$ cat src/hw/rtl/vsx_pkg.sv
// Shared types, character codes and key matching for the SVLEN extractor.
package vsx_pkg;

  localparam int LENGTH_BITS = 32;
  localparam int MAG_W = LENGTH_BITS - 1;
  localparam int PROD_W = MAG_W + 4;
  localparam int OUT_W = 32;
  localparam int POS_W = 31;

  localparam logic [1:0] SRC_NONE = 2'd0;
  localparam logic [1:0] SRC_SVLEN = 2'd1;
  localparam logic [1:0] SRC_END = 2'd2;

  localparam logic [1:0] PH_NONE = 2'd0;
  localparam logic [1:0] PH_KEY = 2'd1;
  localparam logic [1:0] PH_VALUE = 2'd2;
  localparam logic [1:0] PH_EXTRA = 2'd3;

  localparam logic [3:0] KEY_START = 4'd0;
  localparam logic [3:0] KEY_S = 4'd1;
  localparam logic [3:0] KEY_SV = 4'd2;
  localparam logic [3:0] KEY_SVL = 4'd3;
  localparam logic [3:0] KEY_SVLE = 4'd4;
  localparam logic [3:0] KEY_SVLEN = 4'd5;
  localparam logic [3:0] KEY_E = 4'd6;
  localparam logic [3:0] KEY_EN = 4'd7;
  localparam logic [3:0] KEY_END = 4'd8;
  localparam logic [3:0] KEY_DEAD = 4'd15;

  localparam logic [7:0] CH_SEMI = 8'h3B;
  localparam logic [7:0] CH_EQ = 8'h3D;
  localparam logic [7:0] CH_COMMA = 8'h2C;
  localparam logic [7:0] CH_MINUS = 8'h2D;
  localparam logic [7:0] CH_ZERO = 8'h30;
  localparam logic [7:0] CH_NINE = 8'h39;
  localparam logic [7:0] CH_UP_S = 8'h53;
  localparam logic [7:0] CH_UP_V = 8'h56;
  localparam logic [7:0] CH_UP_L = 8'h4C;
  localparam logic [7:0] CH_UP_E = 8'h45;
  localparam logic [7:0] CH_UP_N = 8'h4E;
  localparam logic [7:0] CH_UP_D = 8'h44;

  typedef struct packed {
    logic [7:0] info_byte;
    logic [POS_W-1:0] pos_value;
    logic last_byte;
  } item_t;

  typedef struct packed {
    logic found;
    logic [OUT_W-1:0] length;
    logic [1:0] source;
  } result_t;

  function automatic logic [3:0] key_advance(input logic [3:0] k, input logic [7:0] b);
    logic [3:0] r;
    r = KEY_DEAD;
    case (k)
      KEY_START: r = (b == CH_UP_S) ? KEY_S : ((b == CH_UP_E) ? KEY_E : KEY_DEAD);
      KEY_S: r = (b == CH_UP_V) ? KEY_SV : KEY_DEAD;
      KEY_SV: r = (b == CH_UP_L) ? KEY_SVL : KEY_DEAD;
      KEY_SVL: r = (b == CH_UP_E) ? KEY_SVLE : KEY_DEAD;
      KEY_SVLE: r = (b == CH_UP_N) ? KEY_SVLEN : KEY_DEAD;
      KEY_E: r = (b == CH_UP_N) ? KEY_EN : KEY_DEAD;
      KEY_EN: r = (b == CH_UP_D) ? KEY_END : KEY_DEAD;
      default: r = KEY_DEAD;
    endcase
    return r;
  endfunction

endpackage

$ cat src/hw/rtl/vsx_in_stage.sv
// Input register stage that holds one accepted byte request for the parser.
module vsx_in_stage (
  input  logic clk,
  input  logic rst_n,
  input  logic in_valid,
  output logic in_stall,
  input  logic [7:0] in_info_byte,
  input  logic [vsx_pkg::POS_W-1:0] in_pos_value,
  input  logic in_last_byte,
  input  logic take,
  output logic hold_valid,
  output vsx_pkg::item_t hold_item
);

  logic valid_r;
  logic valid_nxt;
  vsx_pkg::item_t item_r;
  logic load;

  assign in_stall = valid_r && !take;
  assign load = in_valid && !in_stall;
  assign valid_nxt = load || (valid_r && !take);

  always_ff @(posedge clk) begin
    if (!rst_n) begin
      valid_r <= 1'b0;
    end else begin
      valid_r <= valid_nxt;
    end
  end

  always_ff @(posedge clk) begin
    if (load) begin
      item_r.info_byte <= in_info_byte;
      item_r.pos_value <= in_pos_value;
      item_r.last_byte <= in_last_byte;
    end
  end

  assign hold_valid = valid_r;
  assign hold_item = item_r;

endmodule

$ cat src/hw/rtl/vsx_core.sv
// Token parser state and per-byte update logic for SVLEN and END keys.
module vsx_core (
  input  logic clk,
  input  logic rst_n,
  input  logic step,
  input  vsx_pkg::item_t item,
  output vsx_pkg::result_t res
);

  logic [1:0] phase_r, phase_nxt;
  logic [3:0] key_r, key_nxt;
  logic eq_r, eq_nxt;
  logic [vsx_pkg::MAG_W-1:0] acc_r, acc_nxt;
  logic neg_r, neg_nxt;
  logic pres_r, pres_nxt;
  logic [vsx_pkg::MAG_W-1:0] best_r, best_nxt;
  logic [vsx_pkg::OUT_W-1:0] start_adj_r, start_adj_nxt;
  logic [1:0] dec_r, dec_nxt;
  logic [vsx_pkg::OUT_W-1:0] len_r, len_nxt;
  logic first_r, first_nxt;

  logic [1:0] t_phase;
  logic [3:0] t_key;
  logic t_eq;
  logic [vsx_pkg::MAG_W-1:0] t_acc;
  logic t_neg;
  logic t_pres;
  logic [vsx_pkg::MAG_W-1:0] t_best;
  logic [vsx_pkg::MAG_W-1:0] fin_best;
  logic [vsx_pkg::OUT_W-1:0] end_val;
  logic [1:0] dec_fin;
  logic [vsx_pkg::OUT_W-1:0] len_fin;
  logic [7:0] b;
  logic is_digit;
  logic [3:0] digit;
  logic [vsx_pkg::PROD_W-1:0] prod;
  logic [vsx_pkg::MAG_W-1:0] acc_sat;
  logic closes;

  assign b = item.info_byte;
  assign is_digit = (b >= vsx_pkg::CH_ZERO) && (b <= vsx_pkg::CH_NINE);
  assign digit = 4'(b - vsx_pkg::CH_ZERO);
  assign prod = ({4'b0, acc_r} << 3) + ({4'b0, acc_r} << 1)
              + vsx_pkg::PROD_W'(digit);
  assign acc_sat = (prod[vsx_pkg::PROD_W-1:vsx_pkg::MAG_W] != 4'd0)
                 ? {vsx_pkg::MAG_W{1'b1}} : prod[vsx_pkg::MAG_W-1:0];

  // Apply one byte to the current token.
  always_comb begin
    t_phase = phase_r;
    t_key = key_r;
    t_eq = eq_r;
    t_acc = acc_r;
    t_neg = neg_r;
    t_pres = pres_r;
    t_best = best_r;
    if (b != vsx_pkg::CH_SEMI) begin
      if (b == vsx_pkg::CH_EQ) begin
        t_eq = 1'b1;
      end else begin
        if (eq_r) begin
          t_eq = 1'b0;
          if (phase_r != vsx_pkg::PH_EXTRA) begin
            t_phase = phase_r + 2'd1;
          end
        end
        if (t_phase == vsx_pkg::PH_KEY) begin
          t_key = vsx_pkg::key_advance(key_r, b);
        end else if (t_phase == vsx_pkg::PH_VALUE) begin
          if (b == vsx_pkg::CH_COMMA && key_r == vsx_pkg::KEY_SVLEN) begin
            if (pres_r && acc_r > best_r) begin
              t_best = acc_r;
            end
            t_acc = '0;
            t_neg = 1'b0;
            t_pres = 1'b0;
          end else if (b != vsx_pkg::CH_COMMA) begin
            if (b == vsx_pkg::CH_MINUS && !pres_r) begin
              t_neg = 1'b1;
            end else if (is_digit) begin
              t_acc = acc_sat;
            end
            t_pres = 1'b1;
          end
        end
      end
    end
  end

  assign fin_best = (t_pres && t_acc > t_best) ? t_acc : t_best;
  assign end_val = (t_neg ? (vsx_pkg::OUT_W'(0) - vsx_pkg::OUT_W'(t_acc))
                          : vsx_pkg::OUT_W'(t_acc)) + start_adj_r;
  assign closes = (b == vsx_pkg::CH_SEMI) || item.last_byte;

  // Decide when a token closes with exactly key and value.
  always_comb begin
    dec_fin = dec_r;
    len_fin = len_r;
    if (dec_r == vsx_pkg::SRC_NONE && closes && t_phase == vsx_pkg::PH_VALUE) begin
      if (t_key == vsx_pkg::KEY_SVLEN) begin
        dec_fin = vsx_pkg::SRC_SVLEN;
        len_fin = vsx_pkg::OUT_W'(fin_best);
      end else if (t_key == vsx_pkg::KEY_END) begin
        dec_fin = vsx_pkg::SRC_END;
        len_fin = end_val;
      end
    end
  end

  always_comb begin
    phase_nxt = phase_r;
    key_nxt = key_r;
    eq_nxt = eq_r;
    acc_nxt = acc_r;
    neg_nxt = neg_r;
    pres_nxt = pres_r;
    best_nxt = best_r;
    start_adj_nxt = start_adj_r;
    dec_nxt = dec_r;
    len_nxt = len_r;
    first_nxt = first_r;
    if (step) begin
      if (first_r) begin
        start_adj_nxt = vsx_pkg::OUT_W'(1) - vsx_pkg::OUT_W'(item.pos_value);
        first_nxt = 1'b0;
      end
      if (dec_r == vsx_pkg::SRC_NONE) begin
        dec_nxt = dec_fin;
        len_nxt = len_fin;
        if (closes) begin
          phase_nxt = vsx_pkg::PH_NONE;
          key_nxt = vsx_pkg::KEY_START;
          eq_nxt = 1'b1;
          acc_nxt = '0;
          neg_nxt = 1'b0;
          pres_nxt = 1'b0;
          best_nxt = '0;
        end else begin
          phase_nxt = t_phase;
          key_nxt = t_key;
          eq_nxt = t_eq;
          acc_nxt = t_acc;
          neg_nxt = t_neg;
          pres_nxt = t_pres;
          best_nxt = t_best;
        end
      end
      if (item.last_byte) begin
        phase_nxt = vsx_pkg::PH_NONE;
        key_nxt = vsx_pkg::KEY_START;
        eq_nxt = 1'b1;
        acc_nxt = '0;
        neg_nxt = 1'b0;
        pres_nxt = 1'b0;
        best_nxt = '0;
        dec_nxt = vsx_pkg::SRC_NONE;
        len_nxt = '0;
        first_nxt = 1'b1;
      end
    end
  end

  always_ff @(posedge clk) begin
    if (!rst_n) begin
      phase_r <= vsx_pkg::PH_NONE;
      key_r <= vsx_pkg::KEY_START;
      eq_r <= 1'b1;
      acc_r <= '0;
      neg_r <= 1'b0;
      pres_r <= 1'b0;
      best_r <= '0;
      start_adj_r <= vsx_pkg::OUT_W'(1);
      dec_r <= vsx_pkg::SRC_NONE;
      len_r <= '0;
      first_r <= 1'b1;
    end else begin
      phase_r <= phase_nxt;
      key_r <= key_nxt;
      eq_r <= eq_nxt;
      acc_r <= acc_nxt;
      neg_r <= neg_nxt;
      pres_r <= pres_nxt;
      best_r <= best_nxt;
      start_adj_r <= start_adj_nxt;
      dec_r <= dec_nxt;
      len_r <= len_nxt;
      first_r <= first_nxt;
    end
  end

  assign res.found = (dec_fin != vsx_pkg::SRC_NONE);
  assign res.length = (dec_fin != vsx_pkg::SRC_NONE) ? len_fin : '0;
  assign res.source = dec_fin;

endmodule

$ cat src/hw/rtl/vsx_out_stage.sv
// Result register that holds one result request until the consumer takes it.
module vsx_out_stage (
  input  logic clk,
  input  logic rst_n,
  input  logic load,
  input  vsx_pkg::result_t res,
  output logic free,
  output logic out_valid,
  input  logic out_stall,
  output logic out_found,
  output logic [vsx_pkg::OUT_W-1:0] out_length,
  output logic [1:0] out_source
);

  logic valid_r;
  logic valid_nxt;
  vsx_pkg::result_t res_r;

  assign free = !valid_r || !out_stall;
  assign valid_nxt = load || (valid_r && out_stall);

  always_ff @(posedge clk) begin
    if (!rst_n) begin
      valid_r <= 1'b0;
    end else begin
      valid_r <= valid_nxt;
    end
  end

  always_ff @(posedge clk) begin
    if (load) begin
      res_r <= res;
    end
  end

  assign out_valid = valid_r;
  assign out_found = res_r.found;
  assign out_length = res_r.length;
  assign out_source = res_r.source;

endmodule

$ cat src/hw/rtl/vcf_svlen_extractor.sv
// Top level of the VCF INFO SVLEN/END length extractor.
//
//   Channel  Direction  Handshake            Payload
//   in_      input      in_valid / in_stall  in_info_byte, in_pos_value, in_last_byte
//   out_     output     out_valid / out_stall out_found, out_length, out_source
//
// One byte request is accepted per cycle while in_stall is low, and it is parsed from the input register.
// A result request appears on out_ in the cycle after the last byte is parsed.
// The per-byte token state in the parser sets the one-byte-per-cycle rate while no result is stalled.
// Reset is synchronous and active low; it clears the parser and both stages.
// A stalled result blocks only the parsing of a further last byte.
module vcf_svlen_extractor (
  input  logic clk,
  input  logic rst_n,
  input  logic in_valid,
  output logic in_stall,
  input  logic [7:0] in_info_byte,
  input  logic [vsx_pkg::POS_W-1:0] in_pos_value,
  input  logic in_last_byte,
  output logic out_valid,
  input  logic out_stall,
  output logic out_found,
  output logic signed [vsx_pkg::OUT_W-1:0] out_length,
  output logic [1:0] out_source
);

  logic hold_valid;
  vsx_pkg::item_t hold_item;
  logic take;
  logic out_free;
  logic out_load;
  vsx_pkg::result_t res;

  assign take = hold_valid && (!hold_item.last_byte || out_free);
  assign out_load = take && hold_item.last_byte;

  vsx_in_stage u_in (
    .clk(clk),
    .rst_n(rst_n),
    .in_valid(in_valid),
    .in_stall(in_stall),
    .in_info_byte(in_info_byte),
    .in_pos_value(in_pos_value),
    .in_last_byte(in_last_byte),
    .take(take),
    .hold_valid(hold_valid),
    .hold_item(hold_item)
  );

  vsx_core u_core (
    .clk(clk),
    .rst_n(rst_n),
    .step(take),
    .item(hold_item),
    .res(res)
  );

  vsx_out_stage u_out (
    .clk(clk),
    .rst_n(rst_n),
    .load(out_load),
    .res(res),
    .free(out_free),
    .out_valid(out_valid),
    .out_stall(out_stall),
    .out_found(out_found),
    .out_length(out_length),
    .out_source(out_source)
  );

  a_found_source: assert property (@(posedge clk) disable iff (!rst_n)
    out_valid |-> (out_found == (out_source != vsx_pkg::SRC_NONE)))
    else $error("found flag disagrees with source");

  a_none_zero: assert property (@(posedge clk) disable iff (!rst_n)
    (out_valid && !out_found) |-> (out_length == '0))
    else $error("length not zero when nothing was found");

  a_hold_keeps: assert property (@(posedge clk) disable iff (!rst_n)
    (hold_valid && !take) |=> hold_valid)
    else $error("held byte lost without being parsed");

  a_load_free: assert property (@(posedge clk) disable iff (!rst_n)
    out_load |-> out_free)
    else $error("result loaded over a pending result");

endmodule
$ cat config.mk
export PLATFORM = sky130hd
export DESIGN_NAME = vcf_svlen_extractor
export DESIGN_NICKNAME = d
export VERILOG_FILES = /design/src/hw/rtl/vsx_pkg.sv /design/src/hw/rtl/vsx_in_stage.sv /design/src/hw/rtl/vsx_core.sv /design/src/hw/rtl/vsx_out_stage.sv /design/src/hw/rtl/vcf_svlen_extractor.sv
export SDC_FILE = /design/constraint.sdc
export NUM_CORES = 1
export LEC_CHECK = 0
export ABC_AREA = 1
export ABC_CLOCK_PERIOD_IN_PS = 14500
export BUFFER_PORTS_ARGS = -buffer_cell sky130_fd_sc_hd__buf_2
export CAP_MARGIN = 20
export CORE_ASPECT_RATIO = 1.75
export CORE_MARGIN = 4
export CORE_UTILIZATION = 26
export CTS_BUF_LIST = sky130_fd_sc_hd__clkbuf_16
export CTS_CLUSTER_SIZE = 30
export DETAILED_ROUTE_END_ITERATION = 8
export GPL_ROUTABILITY_DRIVEN = 0
export HOLD_SLACK_MARGIN = 0.15
export PLACE_DENSITY = 0.51
export REMOVE_ABC_BUFFERS = 1
export SLEW_MARGIN = 10
export SYNTH_ARGS = -nofsm -noshare
export SYNTH_HDL_FRONTEND = slang
export SYNTH_SLANG_ARGS = --single-unit
$ cat constraint.sdc
create_clock -name clk -period 14.5 [get_ports clk]
set_clock_uncertainty 0.05 [all_clocks]
set_input_delay 0 -clock clk [delete_from_list [all_inputs] [get_ports clk]]
set_output_delay 0 -clock clk [all_outputs]
set_load 0.02 [all_outputs]
# After elaboration in Yosys (flattened, before gate mapping)
# Index checks and enable logic that the tools add are counted.
[classes] n_eq_ne=25 n_addsub=7 magnitude_cmp=4 muxes=82 n_reduce_logical=32
[op_table] operator="31-bit 2-to-1 mux" n=22
[op_table] operator="32-bit 2-to-1 mux" n=6
[op_table] operator="1-bit by 31-bit subtractor with 32-bit output (first input constant)" n=2
[op_table] operator="31-bit > comparator" n=2
[op_table] operator="4-bit 2-to-1 mux" n=13
[op_table] operator="8-bit by 7-bit == test with 1-bit output (second input constant)" n=6
[op_table] operator="34-bit by 32-bit adder with 35-bit output" n=1
[op_table] operator="35-bit by 4-bit adder with 35-bit output" n=1
[op_table] operator="32-bit adder" n=1
[op_table] operator="8-bit by 6-bit == test with 1-bit output (second input constant)" n=4
[op_table] operator="2-bit 2-to-1 mux" n=14
[op_table] operator="4-bit case mux with 7 select lines" n=1
[op_table] operator="1-bit 2-to-1 mux" n=25
[op_table] operator="4-bit by 3-bit == test with 1-bit output (second input constant)" n=5
[op_table] operator="8-bit by 6-bit != test with 1-bit output (second input constant)" n=2
[op_table] operator="1-bit logical AND" n=12
[op_table] operator="4-bit by 2-bit == test with 1-bit output (second input constant)" n=2
[op_table] operator="8-bit by 6-bit >= comparator with 1-bit output (second input constant)" n=1
[op_table] operator="8-bit by 6-bit <= comparator with 1-bit output (second input constant)" n=1
[op_table] operator="1-bit logical NOT" n=6
[op_table] operator="1-bit logical OR" n=5
[op_table] operator="2-bit == test (second input constant)" n=2
[op_table] operator="4-bit by 1-bit == test with 1-bit output (second input constant)" n=1
[op_table] operator="4-bit == test (second input constant)" n=1
[op_table] operator="12 further kinds" n=14
[totals] regBits=215 word_cells=169 output_inout_bits=37

# Longest topological paths before layout
[depth] ltp_word=20 depth_mapped=47

# Hierarchy
# From an unflattened synthesis, not the netlist that was laid out.
[hier_totals] hier_cells=2636 hier_area_um2=17679.5
[modules_own_cells] module="vsx_core" seq_area_each_um2=2762.6 cells_each=2543 area_per_inst_um2=15309.7 n_inst=1
[modules_own_cells] module="vsx_in_stage" seq_area_each_um2=1221.2 cells_each=48 area_per_inst_um2=1251.2 n_inst=1
[modules_own_cells] module="vsx_out_stage" seq_area_each_um2=1071.0 cells_each=40 area_per_inst_um2=1093.5 n_inst=1
[modules_own_cells] module="vcf_svlen_extractor" seq_area_each_um2=0.0 cells_each=5 area_per_inst_um2=25.0 n_inst=1

# Least setup slack after synthesis
# Ideal clock, no wire load.
[synth_timing] kind="register -> register" startpoint="register u_in.item_r, in the netlist u_in.hold_item[35]" endpoint="register u_out.res_r, in the netlist u_out.out_length[29], data pin" slack_ps=8310 required_time_ps=14191 t_arrival_ps=5882 setup_time_ps=259 path_buffers=0 synth_period_minus_slack_ps=6190 stages_incl_launch_ff=43 cell_sequence="edfxtp_1 fa_1 inv_1 fa_1 inv_1 nand2_1 nand3_2 nand2_1 nand2_2 nand2_1 nand3_1 nand2_2 nor2_4 nand2_4 nor2_8 inv_2 o21ai_2 o21ai_2 [7 not listed] a21oi_1 o21a_1 nand2_1 a21boi_0 o21ai_1 a21oi_1 o21ai_1 a21boi_0 o21bai_1 nand2_1 nand2_1 xor2_1 nand2_1 nand2_1 nand2_1 inv_1 nand2_1 a21oi_1"
[synth_via] elab_chain_len=18
[synth_lines] element="from (decl)" line="vsx_in_stage.sv:17" text="vsx_pkg::item_t item_r;"
[synth_lines] element="4-bit by 1-bit subtractor with 4-bit output" line="vsx_core.sv:42" text="assign digit = 4'(b - vsx_pkg::CH_ZERO);"
[synth_lines] element="35-bit by 4-bit adder with 35-bit output" line="vsx_core.sv:44" text="+ vsx_pkg::PROD_W'(digit);"
[synth_lines] element="4-bit nonzero test" line="vsx_core.sv:45" text="assign acc_sat = (prod[vsx_pkg::PROD_W-1:vsx_pkg::MAG_W] != 4'd0)"
[synth_lines] element="31-bit 2-to-1 mux" line="vsx_core.sv:46" text="? {vsx_pkg::MAG_W{1'b1}} : prod[vsx_pkg::MAG_W-1:0];"
[synth_lines] element="31-bit 2-to-1 mux" line="vsx_core.sv:80" text="end else if (is_digit) begin"
[synth_lines] element="31-bit 2-to-1 mux" line="vsx_core.sv:78" text="if (b == vsx_pkg::CH_MINUS && !pres_r) begin"
[synth_lines] element="31-bit 2-to-1 mux" line="vsx_core.sv:77" text="end else if (b != vsx_pkg::CH_COMMA) begin"
[synth_lines] element="31-bit 2-to-1 mux" line="vsx_core.sv:70" text="if (b == vsx_pkg::CH_COMMA && key_r == vsx_pkg::KEY_SVLEN) begin"
[synth_lines] element="[2 not listed]"
[synth_lines] element="31-bit 2-to-1 mux" line="vsx_core.sv:58" text="if (b == vsx_pkg::CH_EQ) begin"
[synth_lines] element="31-bit 2-to-1 mux" line="vsx_core.sv:57" text="if (b != vsx_pkg::CH_SEMI) begin"
[synth_lines] element="1-bit by 31-bit subtractor with 32-bit output" line="vsx_core.sv:91" text="assign end_val = (t_neg ? (vsx_pkg::OUT_W'(0) - vsx_pkg::OUT_W'(t_acc))"
[synth_lines] element="32-bit 2-to-1 mux" line="vsx_core.sv:91"
[synth_lines] element="32-bit adder" line="vsx_core.sv:92" text=": vsx_pkg::OUT_W'(t_acc)) + start_adj_r;"
[synth_lines] element="32-bit 2-to-1 mux" line="vsx_core.sv:103" text="end else if (t_key == vsx_pkg::KEY_END) begin"
[synth_lines] element="32-bit 2-to-1 mux" line="vsx_core.sv:100" text="if (t_key == vsx_pkg::KEY_SVLEN) begin"
[synth_lines] element="32-bit 2-to-1 mux" line="vsx_core.sv:99" text="if (dec_r == vsx_pkg::SRC_NONE && closes && t_phase == vsx_pkg::PH_VALUE) begin"
[synth_lines] element="to (signal assigned)" line="vsx_out_stage.sv:32" text="res_r <= res;"
[synth_lines] element="to (decl)" line="vsx_out_stage.sv:17" text="vsx_pkg::result_t res_r;"
# Parallel ways exist; a longest one is shown, timed or not.
# A chain may end at the register's enable or synchronous reset.

# Worst setup path after layout
# Same ends and word-level chain as after synthesis.

==> metrics <==
htree depth=1; clock-pin slew on the worst setup and hold paths=70 ps; cts repair resizes=0; outcome=finished, final reports clean; critical path startpoint category=flip-flop; ys async rst share=0%; share of the synthesized area in the top cell type=15.9%; path category of the worst min-delay check=input port to flip-flop; CP required=14730 ps; # DRC=0; Finished Layout Cells=3624; Ys Warns=0; CP Capture Type=flip-flop; VDD IR max=0.0558 mV; Core ar.=0.0673 mm^2; clk sinks=215; Slew @ Worst Pin=1120 ps; ranking of synthesized cells by area=dfxtp_1 16%, nand2_1 15%, edfxtp_1 13%; n_diodes=0; Tot GR Track Use=16.2%; WP data arrival=7660 ps; commonest cells in the netlist=693 x nand2_1, 336 x inv_1, 247 x a21oi_1; top-count cell post-synth=nand2_1; most used cell, CP=nand2_1; RSZ-0062 raised after global routing=false; antenna-violating nets left=0; Power Density=70.7 mW/mm^2; Root Driver=clkbuf_16; Min-Delay Endpoint=u_in.hold_item[35]$_DFFE_PP_; area leader, netlist=dfxtp_1; CP max stage delay=600 ps; Hold Crit Start=in_info_byte[3]; critical path type=flip-flop to flip-flop; min Tclk post-route=7430 ps; Post-Syn Instances=2584; initial antenna violation count=0; Top FF cell, synth=dfxtp_1; synthesized flop and latch total=215; clock tree from TritonCTS=yes; hold violation count in the final report=0; Initial Util=26.2%; sequential cell area fraction in the yosys report=28.6%; Bufs on Longest Clock Path=3; max-cap violations=0; final setup vio count=0; Reg2Reg Launch Point=u_in.hold_item[35]$_DFFE_PP_; Lkg Pwr=9.62 nW; Die Height=353 um; DP HPWL=47200 um; Post-Route WL=60500 um; clk_lat worst skew=580 ps; share of layout cells above drive strength 1=9.05%; Site Rows=126; max_slew headroom=25.4%; Ports=81; setup total negative slack=0 ps; GRT Residual Overflow=0; DR WL/cell=16.7 um; FMAX=135 MHz; first-pass detailed-route iteration total=5; R2R cell count=42; highest fanout seen on the critical path=8; final worst path period share=51.3%; Starting DRT DRC Count=745; fin nets=2914; Mapped Area=0.0176 mm^2; Pins Over Slew Limit=0; pin count of the biggest net entering global routing=73; Reg2Reg Setup Slack=7070 ps; Port Buf Inserts=80; synthesized area per cell=6.83 um^2; vias=17000; Via density=4.69; Num CTS Buffers=24; placed cells=3497; die area=0.0723 mm^2; P&R area growth vs syn=16.7%; buffer and inverter count on the worst path=6; first-pass GRT wire length=94000 um; vias in the first global route=17300; synth unique cells=67; Post-synth EDFFs=75; Die X=205 um; crit-path leading delay family=compound AO/OA/AOI/OAI gates; slowest library cell on the worst path=fa_1; FF-to-FF End=u_out.out_length[29]$_SDFFCE_PN0P_; Hold Path Stages=2
[final cells by class]
class                      instances  area (um^2)
sequential                       215         5050
timing repair buffer             181         1370
fill                            7538        46700
clock inverter                    19          166
tap                              896         1120
multi-input combinational       1929        10900
clock buffer                      25          626
inverter                         359         1350
[metal layers]
metal,global-route usage (%),vias up,share of wire (%)
met3,0.901,105,2.4
met4,7.01,0,4.5
met1,16.8,7836,38
met2,32.8,308,55
met5,0,-,0
li1,-,8753,-
[worst max path at each step]
stage | startpoint | to | slack (ps) | depth (start not counted)
after floorplan | u_in.hold_item[35]$_DFFE_PP_ | u_core.len_r[29]$_SDFFE_PN0P_ | 8230 | 44
after global placement | u_in.hold_item[35]$_DFFE_PP_ | u_out.out_length[30]$_SDFFCE_PN0P_ | 7110 | 37
after detailed placement | u_in.hold_item[35]$_DFFE_PP_ | u_out.out_length[29]$_SDFFCE_PN0P_ | 7040 | 42
after CTS | u_in.hold_item[35]$_DFFE_PP_ | u_core.len_r[29]$_SDFFE_PN0P_ | 6990 | 45
after global routing | u_core.acc_r[2]$_SDFFE_PN0P_ | u_core.len_r[29]$_SDFFE_PN0P_ | 6490 | 45
final | u_in.hold_item[35]$_DFFE_PP_ | u_out.out_length[29]$_SDFFCE_PN0P_ | 7070 | 42
[flip-flops by register name (all words and copies together) (netlist names), 2 cells and up]
signal              count
u_core.len_r           32
u_core.start_adj_r     32
u_core.phase_r          2
u_core.key_r            4
u_core.acc_r           31
u_core.best_r          31
u_in.hold_item         40
u_out.out_source        2
u_core.dec_r            2
u_out.out_length       32
[what timing repair did]
item                                   in CTS  in global routing
endpoints found under the hold margin      85                  0
hold buffers                               83                  0
setup buffers                               0                  0
[cell usage in the layout (no fill, tap or decap), types with 5 or more instances in the layout]
cell type / n
nor3_1: 33
o21ai_0: 145
o211ai_1: 5
nor2_2: 7
nor2_4: 10
o21a_1: 5
xnor2_1: 29
clkinv_1: 7
nand2_1: 693
a211oi_1: 9
a22oi_1: 5
buf_4: 18
dfxtp_1: 140
nand3_2: 7
o22ai_1: 6
edfxtp_1: 75
a21o_1: 5
inv_2: 20
buf_2: 80
nand4_1: 23
nor3_2: 11
o21bai_1: 31
nor4_1: 8
nand3_1: 129
a21oi_1: 247
ha_1: 157
o21ai_1: 15
a31oi_1: 12
clkbuf_16: 25
nand2_2: 20
xor2_1: 75
dlygate4sd3_1: 83
o211ai_2: 5
inv_1: 339
nor2_1: 180
[metrics by stage]
stage	cell area, um^2	setup slack [ps]	hold slack, ps	utilization, %	power (mW)
2_1_floorplan	17300	8230	48.9	-	0.754
3_3_place_gp	19000	7110	128	28.2	0.812
3_5_place_dp	19000	7040	128	28.2	0.811
4_1_cts	20600	6990	154	30.6	1.48
5_1_grt	20600	6490	173	30.6	1.51
6_report	20600	7070	158	30.6	1.46
[cells by family after synthesis]
family                     count (synthesis)  share of synthesized area, %
AOI/OAI and AO/OA                        525                          17.1
and+or+nand+nor                         1140                          27.9
adders and majority gates                160                          11.5
buffers and inverters                    440                          9.72
xor gates and xnor gates                 104                          5.16
DFF                                      215                          28.6
[power by group]
part	internal (mW)	switching, mW
Clock	0.352	0.289
Combinational	0.0558	0.103
Sequential	0.641	0.0140
Note: power is estimated with default switching activity, not from simulation.
